<file path="config.mk">
export PLATFORM = sky130hd
export DESIGN_NAME = crt5_reduce
export DESIGN_NICKNAME = d
export VERILOG_FILES = /design/src/rtl/crt5_pkg.sv /design/src/rtl/crt5_reduce.sv
export SDC_FILE = /design/constraint.sdc
export NUM_CORES = 1
export LEC_CHECK = 0
export BUFFER_PORTS_ARGS = -buffer_cell sky130_fd_sc_hd__buf_4
export CAP_MARGIN = 10
export CORE_MARGIN = 3
export CORE_UTILIZATION = 50
export DETAILED_ROUTE_END_ITERATION = 12
export PLACE_DENSITY = 0.74
export REMOVE_ABC_BUFFERS = 1
export SYNTH_ARGS = -nofsm -noshare
export SYNTH_HDL_FRONTEND = slang
export SYNTH_SLANG_ARGS = --single-unit
</file>
<file path="constraint.sdc">
create_clock -name clk -period 6.1 [get_ports clk]
set_clock_uncertainty 0.2 [all_clocks]
set_input_delay 1.22 -clock clk [delete_from_list [all_inputs] [get_ports clk]]
set_output_delay 1.22 -clock clk [all_outputs]
set_load 0.05 [all_outputs]
</file>
<file path="src/rtl/crt5_pkg.sv">
// Shared constants, types and pipeline timing for the five-modulus Garner converter.
package crt5_pkg;

  localparam int RES_W = 31;

  typedef logic [RES_W-1:0] res_t;

  localparam logic [63:0] M0 = 64'd1073643521;
  localparam logic [63:0] M1 = 64'd1073692673;
  localparam logic [63:0] M2 = 64'd1073750017;
  localparam logic [63:0] M3 = 64'd1073815553;
  localparam logic [63:0] M4 = 64'd1073872897;

  localparam res_t MOD [5] = '{res_t'(M0), res_t'(M1), res_t'(M2), res_t'(M3), res_t'(M4)};

  // Inverse of m0*...*m(k-1) modulo m(k); entry 0 has no meaning
  localparam res_t INV [5] = '{
    res_t'(0),
    res_t'(64'd357919402),
    res_t'(64'd589973977),
    res_t'(64'd197295683),
    res_t'(64'd1004546623)
  };

  // Barrett factors floor(2^62 / m)
  localparam logic [32:0] MU [5] = '{
    33'((64'd1 << 62) / M0),
    33'((64'd1 << 62) / M1),
    33'((64'd1 << 62) / M2),
    33'((64'd1 << 62) / M3),
    33'((64'd1 << 62) / M4)
  };

  // Mixed-radix weights m0*...*m(k-1) reduced modulo a later modulus m(i)
  localparam logic [63:0] W_1_2 = M0 % M2;
  localparam logic [63:0] W_1_3 = M0 % M3;
  localparam logic [63:0] W_1_4 = M0 % M4;
  localparam logic [63:0] W_2_3 = (M0 * M1) % M3;
  localparam logic [63:0] W_2_4 = (M0 * M1) % M4;
  localparam logic [63:0] W_3_4 = (((M0 * M1) % M4) * M2) % M4;

  // WT[k][i]: weight of digit k in the residue modulo m(i), used only for i > k
  localparam res_t WT [5][5] = '{
    '{res_t'(0), res_t'(0), res_t'(0), res_t'(0), res_t'(0)},
    '{res_t'(0), res_t'(0), res_t'(W_1_2), res_t'(W_1_3), res_t'(W_1_4)},
    '{res_t'(0), res_t'(0), res_t'(0), res_t'(W_2_3), res_t'(W_2_4)},
    '{res_t'(0), res_t'(0), res_t'(0), res_t'(0), res_t'(W_3_4)},
    '{res_t'(0), res_t'(0), res_t'(0), res_t'(0), res_t'(0)}
  };

  // Low 64 bits of the mixed-radix weights m0*...*m(k-1)
  localparam logic [63:0] P1 = M0;
  localparam logic [63:0] P2 = P1 * M1;
  localparam logic [63:0] P3 = P2 * M2;
  localparam logic [63:0] P4 = P3 * M3;
  localparam logic [63:0] P_LO [5] = '{64'd0, P1, P2, P3, P4};

  // Pipeline timing
  localparam int MUL_LAT    = 5;
  localparam int SEG_LAT    = 2 * MUL_LAT + 2;
  localparam int NUM_SEG    = 4;
  localparam int RED_LAT    = 2;
  localparam int ACC_LAT    = 4;
  localparam int PIPE_DEPTH = RED_LAT + NUM_SEG * SEG_LAT + ACC_LAT;

  // Working set that travels down the digit pipeline
  typedef struct packed {
    logic signed [RES_W-1:0] r0;
    res_t [4:1]              rr;
    res_t [4:1]              t;
    res_t [4:1]              c;
  } garner_t;

endpackage

</file>
<file path="src/rtl/crt5_reduce.sv">
// Input stage: reduces the signed residues to canonical values modulo each prime.
module crt5_reduce (
  input  logic                    clk,
  input  logic                    en,
  input  logic signed [30:0]      residue_0,
  input  logic signed [30:0]      residue_1,
  input  logic signed [31:0]      residue_2,
  input  logic signed [31:0]      residue_3,
  input  logic signed [31:0]      residue_4,
  output crt5_pkg::garner_t       dout
);

  localparam int LANES = 8;

  logic [32:0]        src   [LANES];
  crt5_pkg::res_t     lmod  [LANES];
  logic [32:0]        lsub  [LANES];
  logic [32:0]        v     [LANES];
  crt5_pkg::res_t     red   [LANES];
  logic signed [30:0] r0_a;
  logic signed [30:0] r0_b;

  // Lanes 0..3 reduce residue k modulo m(k); lanes 4..7 reduce residue_0 modulo m(1..4)
  always_comb begin
    src[0] = {{2{residue_1[30]}}, residue_1};
    src[1] = {residue_2[31], residue_2};
    src[2] = {residue_3[31], residue_3};
    src[3] = {residue_4[31], residue_4};
    for (int l = 4; l < LANES; l++) begin
      src[l] = {{2{residue_0[30]}}, residue_0};
    end
    for (int l = 0; l < LANES; l++) begin
      lmod[l] = crt5_pkg::MOD[(l % 4) + 1];
    end
  end

  // v lies in [0, 5m): pick the largest multiple of m not above it
  always_comb begin
    for (int l = 0; l < LANES; l++) begin
      if (v[l] >= {lmod[l], 2'b00}) begin
        lsub[l] = {lmod[l], 2'b00};
      end else if (v[l] >= 33'({lmod[l], 1'b0}) + 33'(lmod[l])) begin
        lsub[l] = 33'({lmod[l], 1'b0}) + 33'(lmod[l]);
      end else if (v[l] >= 33'({lmod[l], 1'b0})) begin
        lsub[l] = 33'({lmod[l], 1'b0});
      end else if (v[l] >= 33'(lmod[l])) begin
        lsub[l] = 33'(lmod[l]);
      end else begin
        lsub[l] = '0;
      end
    end
  end

  always_ff @(posedge clk) begin
    if (en) begin
      for (int l = 0; l < LANES; l++) begin
        // offset by 2m to make the value non-negative
        v[l]   <= src[l] + {1'b0, lmod[l], 1'b0};
        red[l] <= 31'(v[l] - lsub[l]);
      end
      r0_a <= residue_0;
      r0_b <= r0_a;
    end
  end

  always_comb begin
    dout.r0 = r0_b;
    for (int k = 1; k <= 4; k++) begin
      dout.rr[k] = red[k-1];
      dout.t[k]  = red[k+3];
      dout.c[k]  = '0;
    end
  end

endmodule

</file>
==> flow_summary.json <==
{
  "pwr-share-seq": 0.441,
  "critical_path.slowest_cell": "or4_4",
  "ir_drop_mv": 0.248,
  "grt_setup_unrepaired": "no",
  "slowest_delay_ns": 0.57,
  "postLayoutSetupSlackWorst_ns": 0.552,
  "start_util": 0.506,
  "syn2layout_area_growth_pct": 20.6,
  "final_nets": 3006,
  "final_max_slew_viol_count": 0,
  "grt_antenna_before_repair": 2,
  "die-area_sq_um": 57600,
  "fin_crit_sh": 0.909,
  "cts_resized": 0,
  "drt_iter0_drc": 1198,
  "p_clk_frac": 0.328,
  "numCtsBuffers": 54,
  "crit_path_start_kind": "flop",
  "vias_per_cell": 5.41,
  "holdWs_ns": 0.206,
  "dpl_cell_area_sq_um": 31100,
  "fin_area_sq_um": 33000,
  "routed_wl_mm": 68.7,
  "r2r_slack_ns": 0.55,
  "dp_hpwl_mm": 52.7,
  "power_leakage_uw": 0.0127,
  "synth.distinct_cells": 80,
  "dr.pass1.iters": 5,
  "grt_start_max_net_pins": 155,
  "outcome": "completed",
  "power_density_nw_per_um2": 321,
  "yosysTopAreaCell": "edfxtp_1",
  "seq_area_frac_synth": 0.573,
  "fp-row-count": 85,
  "async_flop_share": 0,
  "global_route.overflow_total": 0,
  "p_int_uw": 7270,
  "drive_above_1_share": 0.203,
  "synthCells": 2281,
  "cp.arrival_ns": 5.69,
  "core_sq_um": 54000,
  "setup-violations-final": 0,
  "yosys-top-cells-count": "522 x edfxtp_1, 254 x xnor2_1, 179 x nor2_1",
  "cts.sinks": 522,
  "postCtsSetupBuffers": 0,
  "grtUsageTotal": 0.231,
  "ioPinCount": 563,
  "synth_edf_count": 522,
  "grt_pass1_vias": 18600,
  "critPathMaxFanout": 5,
  "period_needed_ns": 5.55,
  "postRouteAntennaNets": 0,
  "clk_pin_slew_ns": 0.06,
  "hold_class": "reg -> reg",
  "drv_cap": 0,
  "drc": 0,
  "cp.required_ns": 6.25,
  "die_x_um": 240,
  "ys.flop_type": "edfxtp_1",
  "die_y_um": 240,
  "hold_viol_final": 0,
  "htree_num_levels": 2,
  "cp_cell_sequence": "or4_4 > or4b_4 > nor4b_2 > nor3b_2 > nand2_1 > o31ai_4 > o31a_4 > ha_1 > inv_1 > fa_1 > a211oi_1 > buf_4 > nand3_1 > a211o_1 > a21oi_1 > nor2b_1 > nand3_1 > xnor2_1",
  "synth-seq-cells": 522,
  "post-place-ws_ns": 0.577,
  "yosysMostFrequentCell": "edfxtp_1",
  "synth_top_cell_area_share": 0.573,
  "cts_tree": "yes",
  "fmax_ghz": 0.180,
  "vias": 18900,
  "endpoint_kind": "flop",
  "syn-cell-area_sq_um": 27400,
  "place.port_buffers": 438,
  "combPwrFrac": 0.231,
  "wl_per_cell_um": 19.6,
  "critPathKind": "reg -> reg",
  "synth_area_per_cell_sq_um": 12.0,
  "gp_congestion": 0.937,
  "slew_headroom": 0.331,
  "cts_hold_buf": 0,
  "tightest_slew_ns": 0.991,
  "yosys-top-cells-area": "edfxtp_1 57%, xnor2_1 8.1%, xor2_1 4.6%",
  "ys_warn_count": 0,
  "final_util": 0.611,
  "cpMostUsedCell": "nand3_1",
  "p_sw_uw": 3310,
  "insertion_delay_ns": 0.61,
  "cts_buffer_depth": 3,
  "clock_tree.root_cell": "clkbuf_16",
  "switching_share": 0.313,
  "grt_pass1_wl_mm": 104,
  "timing.setup.tns_ns": 0
}
power by group through the flow:
stage | clock network (uW) | registers, uW | logic [uW]
5_1_grt | 3680 | 4700 | 2600
3_5_place_dp | 0 | 4740 | 2440
2_1_floorplan | 0 | 5410 | 895
3_3_place_gp | 0 | 4730 | 2410
4_1_cts | 3540 | 4670 | 2450
6_report | 3470 | 4670 | 2450
stage by stage:
| stage | std cells | total power [uW] |
|---|---|---|
| finish | 3502 | 10600 |
| global route | 3502 | 11000 |
| CTS | 3501 | 10700 |
| detailed placement | 3400 | 7180 |
| global placement | 3400 | 7140 |
| floorplan | 2242 | 6300 |
registers in the layout, indices dropped and copies added, names as in the netlist:
| name | count |
|---|---|
| v | 212 |
| r0_a | 31 |
| red | 248 |
| r0_b | 31 |
placed cells by master (no fill, tap or decap), types with 10 or more instances in the layout:
cell,instances
or4_1,12
and2_1,12
o21ai_0,61
a21oi_1,62
a21o_1,17
buf_4,458
clkbuf_1,12
nand3_1,75
and3_1,18
xnor2_1,254
o21a_1,13
clkinv_1,12
nor2b_1,17
nor2_1,179
conb_1,124
or3_1,18
nand4_1,44
edfxtp_1,522
a211oi_1,12
nor3_1,75
and4_1,11
ha_1,78
nand3b_1,18
nand2b_1,36
inv_1,86
clkbuf_16,57
nand2_1,174
a31oi_1,15
nor3b_1,10
xor2_1,145
nor4_1,32
area by class of cell:
type	count	area, sq um
sequential	522	15700
tap	696	871
inverter	86	323
antenna	1	2.50
multi-input combinational	1634	10800
clock buffer	69	1470
clock inverter	32	395
fill	4246	21000
timing repair buffer	462	3510
layer usage:
layer | wire length (um) | share of wire | track usage
met1 | 27400 | 0.40 | 0.287
met2 | 34000 | 0.50 | 0.399
met3 | 5110 | 0.074 | 0.0554
met4 | 2210 | 0.032 | 0.0772
met5 | 12 | 0.00017 | 0
worst max-delay path: cells and delay by family, from the launching register on:
kind,cells,cell delay (ns)
AO/OA/AOI/OAI,5,1.38
XOR/XNOR,1,0.14
adder cells (fa/ha/maj),2,0.56
buffers and inverters,2,0.24
flip-flops,1,0.44
AND/OR/NAND/NOR,8,2.33
worst paths after layout:
kind / endpoint / depth (start not counted) / from
max: red[0][59] / 18 / v[0][51]
min: r0_b[11] / 0 / r0_a[11]
max reg2reg: red[0][59] / 18 / v[0][51]
min reg2reg: r0_b[11] / 0 / r0_a[11]
logic make-up (layout without fill, tap and decap cells):
kind of cell / Yosys count / after routing / synth area share
compound gates: 262 / 262 / 0.0648
simple gates: 760 / 760 / 0.141
xor+xnor: 400 / 400 / 0.128
buf+inv: 248 / 649 / 0.0510
fa+ha+maj: 86 / 86 / 0.0415
mux: 2 / 2 / 0.000732
other cells: 1 / 125 / 0.000137
flops: 522 / 522 / 0.573
Note: power is estimated with default switching activity, not from simulation.
